--- src/hw/rtl/tsgs_pkg.sv ---
`default_nettype none

package tsgs_pkg;

	// Width of one code point and of the cluster index field.
	localparam int unsigned CODE_BITS          = 21;
	localparam int unsigned CIDX_BITS          = 16;
	localparam int unsigned BURST_MAX          = 3;
	localparam int unsigned CLUSTER_INDEX_BITS = 16;

	// Tamil code points of interest.
	localparam logic [CODE_BITS-1:0] LIG_BASE   = 21'h00EB80;
	localparam logic [CODE_BITS-1:0] CONS_FIRST = 21'h000B95;
	localparam logic [CODE_BITS-1:0] CONS_LAST  = 21'h000BB9;
	localparam logic [CODE_BITS-1:0] SIGN_AA    = 21'h000BBE;
	localparam logic [CODE_BITS-1:0] SIGN_I     = 21'h000BBF;
	localparam logic [CODE_BITS-1:0] SIGN_II    = 21'h000BC0;
	localparam logic [CODE_BITS-1:0] SIGN_U     = 21'h000BC1;
	localparam logic [CODE_BITS-1:0] SIGN_UU    = 21'h000BC2;
	localparam logic [CODE_BITS-1:0] SIGN_E     = 21'h000BC6;
	localparam logic [CODE_BITS-1:0] SIGN_EE    = 21'h000BC7;
	localparam logic [CODE_BITS-1:0] SIGN_AI    = 21'h000BC8;
	localparam logic [CODE_BITS-1:0] SIGN_O     = 21'h000BCA;
	localparam logic [CODE_BITS-1:0] SIGN_OO    = 21'h000BCB;
	localparam logic [CODE_BITS-1:0] SIGN_AU    = 21'h000BCC;
	localparam logic [CODE_BITS-1:0] VIRAMA     = 21'h000BCD;
	localparam logic [CODE_BITS-1:0] AU_MARK    = 21'h000BD7;

	// Ligature block offsets for the fused signs.
	localparam logic [CODE_BITS-1:0] BLOCK_I      = 21'h000000;
	localparam logic [CODE_BITS-1:0] BLOCK_II     = 21'h000018;
	localparam logic [CODE_BITS-1:0] BLOCK_U      = 21'h000030;
	localparam logic [CODE_BITS-1:0] BLOCK_UU     = 21'h000048;
	localparam logic [CODE_BITS-1:0] BLOCK_VIRAMA = 21'h000060;

	// One bit per code point of the consonant range, set for real consonants.
	localparam logic [39:0] CONSONANT_MASK = 40'h1DFE38C6B1;

	typedef struct packed {
		logic [CODE_BITS-1:0] code_point;
		logic                 end_of_text;
	} chars_t;

	typedef struct packed {
		logic [CODE_BITS-1:0] glyph_code;
		logic [CIDX_BITS-1:0] cluster_index;
		logic                 run_end;
	} glyphs_t;

	// Up to three glyphs produced by one character.
	typedef struct packed {
		logic [1:0]                          cnt;
		logic [BURST_MAX-1:0][CODE_BITS-1:0] glyph;
		logic [BURST_MAX-1:0][CIDX_BITS-1:0] cidx;
	} burst_t;

	function automatic logic tsgs_is_cons(input logic [CODE_BITS-1:0] c);
		logic [CODE_BITS-1:0] d;
		d = c - CONS_FIRST;
		if (c < CONS_FIRST || c > CONS_LAST) begin
			return 1'b0;
		end
		return CONSONANT_MASK[d[5:0]];
	endfunction

	function automatic logic tsgs_is_sign(input logic [CODE_BITS-1:0] c);
		return (c >= SIGN_AA && c <= SIGN_UU) || (c >= SIGN_E && c <= SIGN_AI) ||
			(c >= SIGN_O && c <= VIRAMA) || (c == AU_MARK);
	endfunction

	// Position of a consonant within a ligature block.
	function automatic logic [4:0] tsgs_cons_slot(input logic [5:0] d);
		logic [4:0] s;
		unique case (d)
			6'd4:    s = 5'd1;
			6'd5:    s = 5'd2;
			6'd7:    s = 5'd3;
			6'd9:    s = 5'd4;
			6'd10:   s = 5'd5;
			6'd14:   s = 5'd6;
			6'd15:   s = 5'd7;
			6'd19:   s = 5'd8;
			6'd20:   s = 5'd9;
			6'd21:   s = 5'd10;
			6'd25:   s = 5'd11;
			6'd26:   s = 5'd12;
			6'd27:   s = 5'd13;
			6'd28:   s = 5'd14;
			6'd29:   s = 5'd15;
			6'd30:   s = 5'd16;
			6'd31:   s = 5'd17;
			6'd32:   s = 5'd18;
			6'd34:   s = 5'd20;
			6'd35:   s = 5'd21;
			6'd36:   s = 5'd22;
			default: s = 5'd0;
		endcase
		return s;
	endfunction

endpackage

`default_nettype wire

--- src/hw/rtl/tsgs_shaper.sv ---
`default_nettype none

module tsgs_shaper #(
	parameter int unsigned CLUSTER_INDEX_BITS = tsgs_pkg::CLUSTER_INDEX_BITS
) (
	input  var tsgs_pkg::chars_t                              item,
	input  var logic                                          pend_v,
	input  var logic [tsgs_pkg::CODE_BITS-1:0]                pend_c,
	input  var logic [CLUSTER_INDEX_BITS-1:0]                 cs,
	output tsgs_pkg::burst_t                                  burst,
	output logic                                              pend_v_next,
	output logic [tsgs_pkg::CODE_BITS-1:0]                    pend_c_next,
	output logic [CLUSTER_INDEX_BITS-1:0]                     cs_next
);
	import tsgs_pkg::*;

	localparam logic [CLUSTER_INDEX_BITS-1:0] CS_ONE = CLUSTER_INDEX_BITS'(1);
	localparam logic [CLUSTER_INDEX_BITS-1:0] CS_TWO = CLUSTER_INDEX_BITS'(2);

	logic [CODE_BITS-1:0]          c;
	logic                          sign;
	logic                          cons;
	logic                          emit_char;
	logic [CODE_BITS-1:0]          slot;
	logic [CODE_BITS-1:0]          lig;
	logic [CLUSTER_INDEX_BITS-1:0] cs1;
	logic [CLUSTER_INDEX_BITS-1:0] cs2;
	logic [CIDX_BITS-1:0]          ci0;
	logic [CIDX_BITS-1:0]          ci1;

	assign c    = item.code_point;
	assign sign = tsgs_is_sign(c);
	assign cons = tsgs_is_cons(c);
	assign cs1  = cs + CS_ONE;
	assign cs2  = cs + CS_TWO;
	assign ci0  = CIDX_BITS'(cs);
	assign ci1  = CIDX_BITS'(cs1);
	assign slot = CODE_BITS'(tsgs_cons_slot(6'(pend_c - CONS_FIRST)));

	// The character itself is emitted unless it is a consonant that stays held.
	assign emit_char = !cons || item.end_of_text;

	// Ligature code for the fused vowel signs and the virama.
	always_comb begin
		unique case (c)
			SIGN_I:  lig = LIG_BASE + BLOCK_I + slot;
			SIGN_II: lig = LIG_BASE + BLOCK_II + slot;
			SIGN_U:  lig = LIG_BASE + BLOCK_U + slot;
			SIGN_UU: lig = LIG_BASE + BLOCK_UU + slot;
			default: lig = LIG_BASE + BLOCK_VIRAMA + slot;
		endcase
	end

	// Glyph burst and next look-behind state for one character.
	always_comb begin
		burst       = '0;
		pend_v_next = pend_v;
		pend_c_next = pend_c;
		cs_next     = cs;
		if (sign && pend_v) begin
			burst.cidx  = {ci0, ci0, ci0};
			cs_next     = cs2;
			pend_v_next = 1'b0;
			unique case (c) inside
				SIGN_AA: begin
					burst.cnt      = 2'd2;
					burst.glyph[0] = pend_c;
					burst.glyph[1] = SIGN_AA;
				end
				SIGN_I, SIGN_II, SIGN_U, SIGN_UU, VIRAMA: begin
					burst.cnt      = 2'd1;
					burst.glyph[0] = lig;
				end
				SIGN_E, SIGN_EE, SIGN_AI: begin
					burst.cnt      = 2'd2;
					burst.glyph[0] = c;
					burst.glyph[1] = pend_c;
				end
				SIGN_O, SIGN_OO, SIGN_AU: begin
					burst.cnt      = 2'd3;
					burst.glyph[0] = (c == SIGN_OO) ? SIGN_EE : SIGN_E;
					burst.glyph[1] = pend_c;
					burst.glyph[2] = (c == SIGN_AU) ? AU_MARK : SIGN_AA;
				end
				default: begin
					// The AU length mark drops; only the consonant is shown.
					burst.cnt      = 2'd1;
					burst.glyph[0] = pend_c;
				end
			endcase
		end else if (sign) begin
			burst.cnt      = 2'd1;
			burst.glyph[0] = c;
			burst.cidx[0]  = ci0;
			cs_next        = cs1;
		end else begin
			// Flush the held consonant, then emit or hold the new character.
			if (pend_v) begin
				burst.glyph[0] = pend_c;
				burst.cidx[0]  = ci0;
				if (emit_char) begin
					burst.cnt      = 2'd2;
					burst.glyph[1] = c;
					burst.cidx[1]  = ci1;
				end else begin
					burst.cnt = 2'd1;
				end
			end else if (emit_char) begin
				burst.cnt      = 2'd1;
				burst.glyph[0] = c;
				burst.cidx[0]  = ci0;
			end
			cs_next = cs + (pend_v ? CS_ONE : '0) + (cons ? '0 : CS_ONE);
			pend_v_next = cons;
			if (cons) begin
				pend_c_next = c;
			end
		end
		// End of text starts a fresh run.
		if (item.end_of_text) begin
			pend_v_next = 1'b0;
			pend_c_next = '0;
			cs_next     = '0;
		end
	end

endmodule

`default_nettype wire

--- src/hw/rtl/tamil_syllable_glyph_shaper_core.sv ---
// Tamil syllable shaper: takes one Unicode code point per request on the chars channel
// and returns glyph codes on the glyphs channel, one glyph per request, each with the
// character index where its cluster starts and run_end set on the last glyph of a
// character. A consonant is held back until the next character shows whether a vowel
// sign reorders it, splits around it or fuses with it into a private-use ligature.
// A character that yields n glyphs occupies the glyph burst register until all n have
// moved out, so the block takes one character per cycle while each yields at most one
// glyph and glyphs_stall is low; otherwise the next character waits until the burst
// drains, since the glyph output takes one glyph at a time. The first glyph of a
// character passes the input, burst and output registers in turn before it is presented.
// Setting end_of_text flushes the held consonant and resets the cluster index to zero.
`default_nettype none

module tamil_syllable_glyph_shaper_core #(
	parameter int unsigned CLUSTER_INDEX_BITS = tsgs_pkg::CLUSTER_INDEX_BITS
) (
	input  var logic             clk,
	input  var logic             arst_n,
	input  var logic             chars_valid,
	output logic                 chars_stall,
	input  var tsgs_pkg::chars_t chars,
	output logic                 glyphs_valid,
	input  var logic             glyphs_stall,
	output tsgs_pkg::glyphs_t    glyphs
);
	import tsgs_pkg::*;

	logic                          valid_s1;
	chars_t                        item_s1;
	logic [1:0]                    cnt_s2;
	logic [1:0]                    pos_s2;
	logic [BURST_MAX-1:0][CODE_BITS-1:0] glyph_s2;
	logic [BURST_MAX-1:0][CIDX_BITS-1:0] cidx_s2;
	logic                          out_valid_q;
	glyphs_t                       out_q;
	logic                          pend_v_q;
	logic [CODE_BITS-1:0]          pend_c_q;
	logic [CLUSTER_INDEX_BITS-1:0] cs_q;

	burst_t                        burst;
	logic                          pend_v_next;
	logic [CODE_BITS-1:0]          pend_c_next;
	logic [CLUSTER_INDEX_BITS-1:0] cs_next;
	logic                          chars_accept;
	logic                          move;
	logic                          s2_free;
	logic                          adv_s1;

	// Handshake control between the three register levels.
	assign move         = (cnt_s2 != 2'd0) && (!out_valid_q || !glyphs_stall);
	assign s2_free      = (cnt_s2 == 2'd0) || ((cnt_s2 == 2'd1) && move);
	assign adv_s1       = valid_s1 && s2_free;
	assign chars_stall  = valid_s1 && !s2_free;
	assign chars_accept = chars_valid && !chars_stall;
	assign glyphs_valid = out_valid_q;
	assign glyphs       = out_q;

	tsgs_shaper #(
		.CLUSTER_INDEX_BITS(CLUSTER_INDEX_BITS)
	) u_shaper (
		.item       (item_s1),
		.pend_v     (pend_v_q),
		.pend_c     (pend_c_q),
		.cs         (cs_q),
		.burst      (burst),
		.pend_v_next(pend_v_next),
		.pend_c_next(pend_c_next),
		.cs_next    (cs_next)
	);

	// Input register.
	always_ff @(posedge clk or negedge arst_n) begin
		if (!arst_n) begin
			valid_s1 <= 1'b0;
		end else if (chars_accept) begin
			valid_s1 <= 1'b1;
		end else if (adv_s1) begin
			valid_s1 <= 1'b0;
		end
	end

	always_ff @(posedge clk) begin
		if (chars_accept) begin
			item_s1 <= chars;
		end
	end

	// Look-behind state, updated when a character leaves the input register.
	always_ff @(posedge clk or negedge arst_n) begin
		if (!arst_n) begin
			pend_v_q <= 1'b0;
			pend_c_q <= '0;
			cs_q     <= '0;
		end else if (adv_s1) begin
			pend_v_q <= pend_v_next;
			pend_c_q <= pend_c_next;
			cs_q     <= cs_next;
		end
	end

	// Burst register: count of glyphs left and read position.
	always_ff @(posedge clk or negedge arst_n) begin
		if (!arst_n) begin
			cnt_s2 <= 2'd0;
			pos_s2 <= 2'd0;
		end else if (adv_s1) begin
			cnt_s2 <= burst.cnt;
			pos_s2 <= 2'd0;
		end else if (move) begin
			cnt_s2 <= cnt_s2 - 2'd1;
			pos_s2 <= pos_s2 + 2'd1;
		end
	end

	always_ff @(posedge clk) begin
		if (adv_s1) begin
			glyph_s2 <= burst.glyph;
			cidx_s2  <= burst.cidx;
		end
	end

	// Output register, loaded one glyph at a time from the burst.
	always_ff @(posedge clk or negedge arst_n) begin
		if (!arst_n) begin
			out_valid_q <= 1'b0;
		end else if (move) begin
			out_valid_q <= 1'b1;
		end else if (!glyphs_stall) begin
			out_valid_q <= 1'b0;
		end
	end

	always_ff @(posedge clk) begin
		if (move) begin
			out_q.glyph_code    <= glyph_s2[pos_s2];
			out_q.cluster_index <= cidx_s2[pos_s2];
			out_q.run_end       <= (cnt_s2 == 2'd1);
		end
	end

`ifndef SYNTHESIS
	// A held consonant is always a real consonant.
	a_pend_is_cons: assert property (@(posedge clk) disable iff (!arst_n)
		pend_v_q |-> tsgs_is_cons(pend_c_q))
		else $error("held code point is not a consonant");

	// End of text leaves nothing held and the cluster index at zero.
	a_eot_clears: assert property (@(posedge clk) disable iff (!arst_n)
		(adv_s1 && item_s1.end_of_text) |=> (!pend_v_q && (cs_q == '0)))
		else $error("end of text did not clear the look-behind state");

	// run_end marks exactly the last glyph moved out of a burst.
	a_run_end: assert property (@(posedge clk) disable iff (!arst_n)
		move |=> (out_q.run_end == ($past(cnt_s2) == 2'd1)))
		else $error("run_end does not match the burst position");

	// The burst position never runs past the stored glyphs.
	a_pos_range: assert property (@(posedge clk) disable iff (!arst_n)
		(cnt_s2 != 2'd0) |-> ((pos_s2 + cnt_s2) <= 3'(BURST_MAX)))
		else $error("burst read position out of range");
`endif

endmodule

`default_nettype wire
--- config.mk ---
export PLATFORM = sky130hd
export DESIGN_NAME = tamil_syllable_glyph_shaper_core
export DESIGN_NICKNAME = d
export VERILOG_FILES = /design/src/hw/rtl/tsgs_pkg.sv /design/src/hw/rtl/tsgs_shaper.sv /design/src/hw/rtl/tamil_syllable_glyph_shaper_core.sv
export SDC_FILE = /design/constraint.sdc
export NUM_CORES = 1
export LEC_CHECK = 0
export BUFFER_PORTS_ARGS = -buffer_cell sky130_fd_sc_hd__buf_2
export CAP_MARGIN = 40
export CORE_MARGIN = 10
export CORE_UTILIZATION = 55
export DETAILED_ROUTE_END_ITERATION = 12
export GPL_TIMING_DRIVEN = 0
export HOLD_SLACK_MARGIN = 0.02
export PLACE_DENSITY = 0.85
export SLEW_MARGIN = 10
export SYNTH_ARGS = -nofsm -noshare
export SYNTH_HDL_FRONTEND = slang
export SYNTH_SLANG_ARGS = --single-unit
--- constraint.sdc ---
create_clock -name clk -period 14 [get_ports clk]
set_clock_uncertainty 0.2 [all_clocks]
set_input_delay 0.7 -clock clk [delete_from_list [all_inputs] [get_ports clk]]
set_output_delay 0.7 -clock clk [all_outputs]
set_load 0.005 [all_outputs]
Word-level counts from Yosys, hierarchy flattened
Memories as Yosys holds them, arrays and structs flattened.
Index checks and enable logic that the tools add are counted.
- register bits after elaboration: 215
- bits in read-only memories: 384
- bits of input ports: 26
- output and inout bits: 40
- logic and storage cells: 147
- memories kept: 2
- $add $sub $neg: 13
- $lt $le $gt $ge: 10
- equality and inequality tests: 18
- multiplexer cells: 52
- reductions and logical operators: 34
- memory list (name ; words ; width ; rd ports ; clocked after memory_dff ; wr ports ; RTL line ; text):
    (no name shown) ; 64 ; 5 ; 1 ; 0 ; 0 ; tsgs_pkg.sv:74 ; unique case (d)
    (no name shown) ; 64 ; 1 ; 1 ; 0 ; 0 ; tsgs_pkg.sv:63 ; return CONSONANT_MASK[d[5:0]];
- operator list (kind ; number):
    21-bit by 12-bit equality test with 1-bit output, second input constant ; 13
    21-bit two-way mux ; 10
    16-bit two-way mux ; 10
    16-bit by 5-bit adder with 17-bit output, first input constant ; 5
    21-bit one-hot mux with 4 select lines ; 1
    21-bit by 12-bit greater-or-equal comparator with 1-bit output, second input constant ; 3
    21-bit by 12-bit less-or-equal comparator with 1-bit output, second input constant ; 3
    21-bit one-hot mux with 3 select lines ; 1
    21-bit binary-select mux with 2-bit select ; 1
    42-bit two-way mux ; 1
    21-bit one-hot mux with 2 select lines ; 1
    16-bit adder ; 2
    16-bit binary-select mux with 2-bit select ; 1
    32-bit two-way mux ; 1
    21-bit by 12-bit > comparator with 1-bit output, second input constant ; 1
    21-bit by 12-bit < comparator with 1-bit output, second input constant ; 1
    16-bit by 1-bit adder with 16-bit output, second input constant ; 1
    16-bit by 2-bit adder with 16-bit output, second input constant ; 1
    2-bit two-way mux ; 8
    1-bit two-way mux ; 15
    6-bit by 5-bit subtractor with 6-bit output, second input constant ; 2
    1-bit logical AND ; 9
    2-bit nonzero test ; 4
    1-bit logical OR ; 7
    other kinds (18) ; 25

Depth between registers and ports, before layout
- depth in word-level cells: 11
- gate-level depth with buffers: 17
- gate-level depth less buffers: 14

By module
A second synthesis with hierarchy kept.
- cells, all modules: 1041
- area, all modules: 11748.8 µm²
- modules (own cells, without submodules) (module ; times used ; cells each ; area each (µm²) ; seq. area each (µm²)):
    tamil_syllable_glyph_shaper_core ; 1 ; 406 ; 7801.2 ; 6236.0
    tsgs_shaper ; 1 ; 635 ; 3947.5 ; 0.0

Least setup slack after synthesis
No wires, ideal clock.
- kind: input port to flip-flop
- from: in glyphs_stall
- to: reg cs_q[5]
- setup time: 0.078 ns
- arrival: 4.278 ns
- required time: 13.722 ns
- slack: 9.444 ns
- stages on the path: 6
- buffers on the path: 1
- path through: nand2_1 > a21oi_1 > nand2b_1 > clkinv_1 > clkbuf_1 > a31o_2
- word-level cells in the longest chain between the ends: 6
- RTL lines (item ; RTL line ; text):
    from (decl) ; tamil_syllable_glyph_shaper_core.sv:23 ; input var logic glyphs_stall,
    1-bit logical NOT ; -- ;
    1-bit logical OR ; tamil_syllable_glyph_shaper_core.sv:50 ; assign move = (cnt_s2 != 2'd0) && (!out_valid_q || !glyphs_stall);
    1-bit logical AND ; tamil_syllable_glyph_shaper_core.sv:50 ;
    1-bit logical AND ; tamil_syllable_glyph_shaper_core.sv:51 ; assign s2_free = (cnt_s2 == 2'd0) || ((cnt_s2 == 2'd1) && move);
    1-bit logical OR ; tamil_syllable_glyph_shaper_core.sv:51 ;
    1-bit logical AND ; tamil_syllable_glyph_shaper_core.sv:52 ; assign adv_s1 = valid_s1 && s2_free;
    via adv_s1 ; tamil_syllable_glyph_shaper_core.sv:47 ; logic adv_s1;
    to (signal assigned) ; tamil_syllable_glyph_shaper_core.sv:97 ; cs_q <= cs_next;
    to (decl) ; tamil_syllable_glyph_shaper_core.sv:38 ; logic [CLUSTER_INDEX_BITS-1:0] cs_q;
The timed path passes the listed nets, and every way through them passes these cells.
A chain may end at the register's enable or synchronous reset.

Worst setup path after layout
- from: reg item_s1[1] in the netlist's numbering
- to: reg cs_q[12]
- word-level cells in the longest chain between the ends: 9
- elaborated cells between the ends (all ways): 27
- those cells by class: 2 x add/sub; 8 x order compare; 1 x eq/ne; 7 x mux; 8 x reduce/logical; 1 x memory
- RTL lines (item ; RTL line ; text):
    from (decl) ; tamil_syllable_glyph_shaper_core.sv:29 ; chars_t item_s1;
    from (signal assigned) ; tamil_syllable_glyph_shaper_core.sv:84 ; item_s1 <= chars;
    6-bit by 5-bit subtractor with 6-bit output (tied with other cells) ; tsgs_pkg.sv:59 ; d = c - CONS_FIRST;
    memory read 64 x 1 bit / 1-bit logical OR (equally long branches) ; -- ;
    1-bit two-way mux, on equally long branches ; tsgs_pkg.sv:63, tsgs_pkg.sv:60 ;
    1-bit two-way mux ; tsgs_pkg.sv:63 ;
    1-bit two-way mux ; tsgs_shaper.sv:113 ; cs_next = cs + (pend_v ? CS_ONE : '0) + (cons ? '0 : CS_ONE);
    16-bit adder ; tsgs_shaper.sv:113 ;
    16-bit two-way mux ; tsgs_shaper.sv:91 ; end else if (sign) begin
    16-bit two-way mux * ; tsgs_shaper.sv:60 ; if (sign && pend_v) begin
    16-bit two-way mux * ; tsgs_shaper.sv:120 ; if (item.end_of_text) begin
Every way passes the cells marked *; elsewhere a longest branch is shown, timed or not. The select of a mux whose other input is x is not followed.

==> out/results.tsv <==
metric	value	unit
clkSinkCount	197	
p_clk_frac	0.188	
arrival	5220	ps
startpoint	item_s1[1]	
cp-end-kind	flip-flop	
r2r_end	cs_q[12]	
synthArstFlopShare	0.223	
multi_input_area	4520	um^2
ir_drop	0.156	mV
synth-seq-cells	197	
grt_util_met3	0.0478	
syn-cell-area	10700	um^2
netlist_instances	1026	
viasPerCell	6.31	
cts-root-buf	clkbuf_16	
hold_start	chars[2]	
port_buffers	65	
synth_ff_type	edfxtp_1	
grtUsageTotal	0.227	
grt_pass1_vias	8523	
drtPass1Iterations	6	
synth_area_per_cell	10.4	um^2
rsz0062_at_grt	false	
path_class	reg2reg	
die-width	159	um
clkTransAtPathRegs	80	ps
setup_viol	0	
combPwrFrac	0.411	
tns	0	ps
synth_compound_area_frac	0.175	
cts_tree	done	
yosys_warnings	0	
routed_wl	29400	um
r2r_slack	8940	ps
hp-class	in2reg	
place_inst	1355	
crit_path_start_kind	flip-flop	
grt_antenna_before_repair	0	
synth_nets	1072	
synth_edf_count	153	
crit_path_max_fanout	10	
final_cells	1389	
drt_iter0_drc	915	
seqPwrFrac	0.401	
r2r-start	item_s1[1]	
rows	50	
grt_use_met1	0.286	
synth_fa_ha_area_frac	0.0249	
tightest_slew	899	ps
cts_buffers	17	
hold_viol	0	
yosys.area_share.simple	0.171	
cap_violations	0	
start_util	0.565	
hold_depth	1	
status	finished, final reports clean	
drc_errors	0	
postCtsSetupBuffers	0	
post_synth_num_cell_types	90	
cts-htree-levels	4	
seqCellArea	5700	um^2
post-route-min-period	5060	ps
yosysSeqAreaShare	0.534	
synth_top_family_by_area	compound AO/OA/AOI/OAI gates	
place_congestion	0.980	
power_density	220	nW/um^2
switching_share	0.400	
grt.overflow.total	0	
dieHeight	159	um
fill_cells	1522	
intPower	0.00158	W
holdPathEnd	item_s1[2]	
io_pins	66	
clk_path_buf_depth	2	
fmaxAchievable	198	MHz
core_region_area	18900	um^2
p_leak	4.51	nW
syn_to_final_growth	12.6	%
rr_worst_depth	17	
ant_nets	0	
grt_pass1_wl	46300	um
synthMuxAreaShare	0.0382	
design.die.area	25400	um^2
required	14160	ps
drive_gt1_frac	0.141	
wl_per_cell	21.2	um
hpwl	20500	um
top_usage_layer	met2	
max_slew_margin	0.400	
slew_violations	0	
fin_crit_sh	0.361	
grt_max_degree	54	
grt_use_met2	0.360	
switchingPower	0.00106	W
vias	8768	
fin_nets	1161	
clk_latency	450	ps
yosys.area_share.xor_xnor	0.0123	
==> worst max-delay path, stage by stage (launching register included) <==
cell	delay [ps]
edfxtp_1	480
clkbuf_1	480
inv_1	280
ha_1	260
buf_1	190
nand2_1	110
o31ai_1	70
a221oi_1	310
o21ai_1	220
a211oi_4	670
fa_1	430
inv_1	80
ha_1	180
clkbuf_1	210
nand3_1	170
nor3_1	90
o2111a_1	280
a311oi_1	260
==> worst max-delay path by stage <==
stage,endpoint,slack [ps],cells past startpoint
2_1_floorplan,cs_q[5],9440,6
3_3_place_gp,cs_q[8],8080,7
6_report,cs_q[12],8940,17
5_1_grt,cs_q[12],8660,17
4_1_cts,cs_q[12],9050,17
3_5_place_dp,cs_q[12],9080,17
==> layout by cell type, fill, tap and decap left out, drive strengths merged, types with 13 or more instances in the layout <==
| master | count |
|---|---|
| a21oi | 67 |
| a22o | 14 |
| a31oi | 20 |
| and2 | 34 |
| buf | 103 |
| clkbuf | 60 |
| dfrtp | 44 |
| edfxtp | 153 |
| ha | 18 |
| inv | 42 |
| mux2i | 37 |
| nand2 | 109 |
| nand3 | 23 |
| nand4 | 13 |
| nor2 | 80 |
| nor2b | 18 |
| nor3 | 21 |
| o21ai | 85 |
==> sequential cells by signal, indices dropped and copies added, names as in the netlist <==
name and count:
cs_q 16, glyphs 38, cnt_s2 2, glyph_s2 45, pend_v_q 1, cidx_s2 48
pend_c_q 21, pos_s2 2, glyphs_valid 1, item_s1 22, valid_s1 1
==> cell families after synthesis <==
family                     Yosys count
AOI/OAI and AO/OA                  284
xor gates and xnor gates            15
adders and majority gates           20
buffers and inverters              112
DFF                                197
muxes                               40
and+or+nand+nor                    358
==> final cells by class <==
| cell class | count | share of cell area |
|---|---|---|
| sequential | 197 | 0.474 |
| multi-input combinational | 717 | 0.376 |
| clock buffer | 17 | 0.0354 |
| timing repair buffer | 70 | 0.0348 |
| buffer | 77 | 0.0284 |
| tap | 260 | 0.0271 |
| clock inverter | 15 | 0.0128 |
| inverter | 35 | 0.0109 |
| antenna | 1 | 0.000208 |
==> power by group through the flow <==
stage / sequential [W] / clock, W / combinational (W)
finish: 0.00106 / 0.000496 / 0.00108
global route: 0.00108 / 0.000521 / 0.00119
CTS: 0.00106 / 0.000496 / 0.00107
detailed placement: 0.00107 / 0 / 0.00106
global placement: 0.00109 / 0 / 0.00101
floorplan: 0.00107 / 0 / 0.000707
==> synthesized netlist by cell type (20+ instances only) <==
cell type / n / area share
mux2i_1: 37 / 0.035
nor2_1: 77 / 0.027
o21ai_1: 22 / 0.010
nand3_1: 23 / 0.011
a21oi_1: 67 / 0.031
clkbuf_1: 43 / 0.015
nand2_1: 107 / 0.038
and2_1: 33 / 0.019
edfxtp_1: 153 / 0.43
dfrtp_1: 44 / 0.10
a31oi_1: 20 / 0.012
o21ai_0: 62 / 0.029
inv_1: 31 / 0.011
==> stage by stage <==
stage | util | total power, W | cell area, um^2 | hold WS (ps) | setup slack (ps)
2_1_floorplan | - | 0.00177 | 10700 | 204 | 9440
3_3_place_gp | 0.599 | 0.00210 | 11300 | 294 | 8080
3_5_place_dp | 0.604 | 0.00213 | 11400 | 305 | 9080
4_1_cts | 0.636 | 0.00262 | 12000 | 212 | 9050
5_1_grt | 0.636 | 0.00279 | 12000 | 213 | 8660
6_report | 0.636 | 0.00264 | 12000 | 219 | 8940
==> metal layers <==
metal | part of all wire | vias to the layer above
met1 | 0.40 | 4217
met5 | 0 | -
met4 | 0.042 | 0
li1 | - | 3973
met3 | 0.088 | 92
met2 | 0.47 | 486
==> repair_timing <==
item / in CTS / in global routing
hold buffers: 1 / 0
endpoints found under the hold margin: 15 / 0
resized for setup: 0 / 0
(Power assumes the default switching activity.)
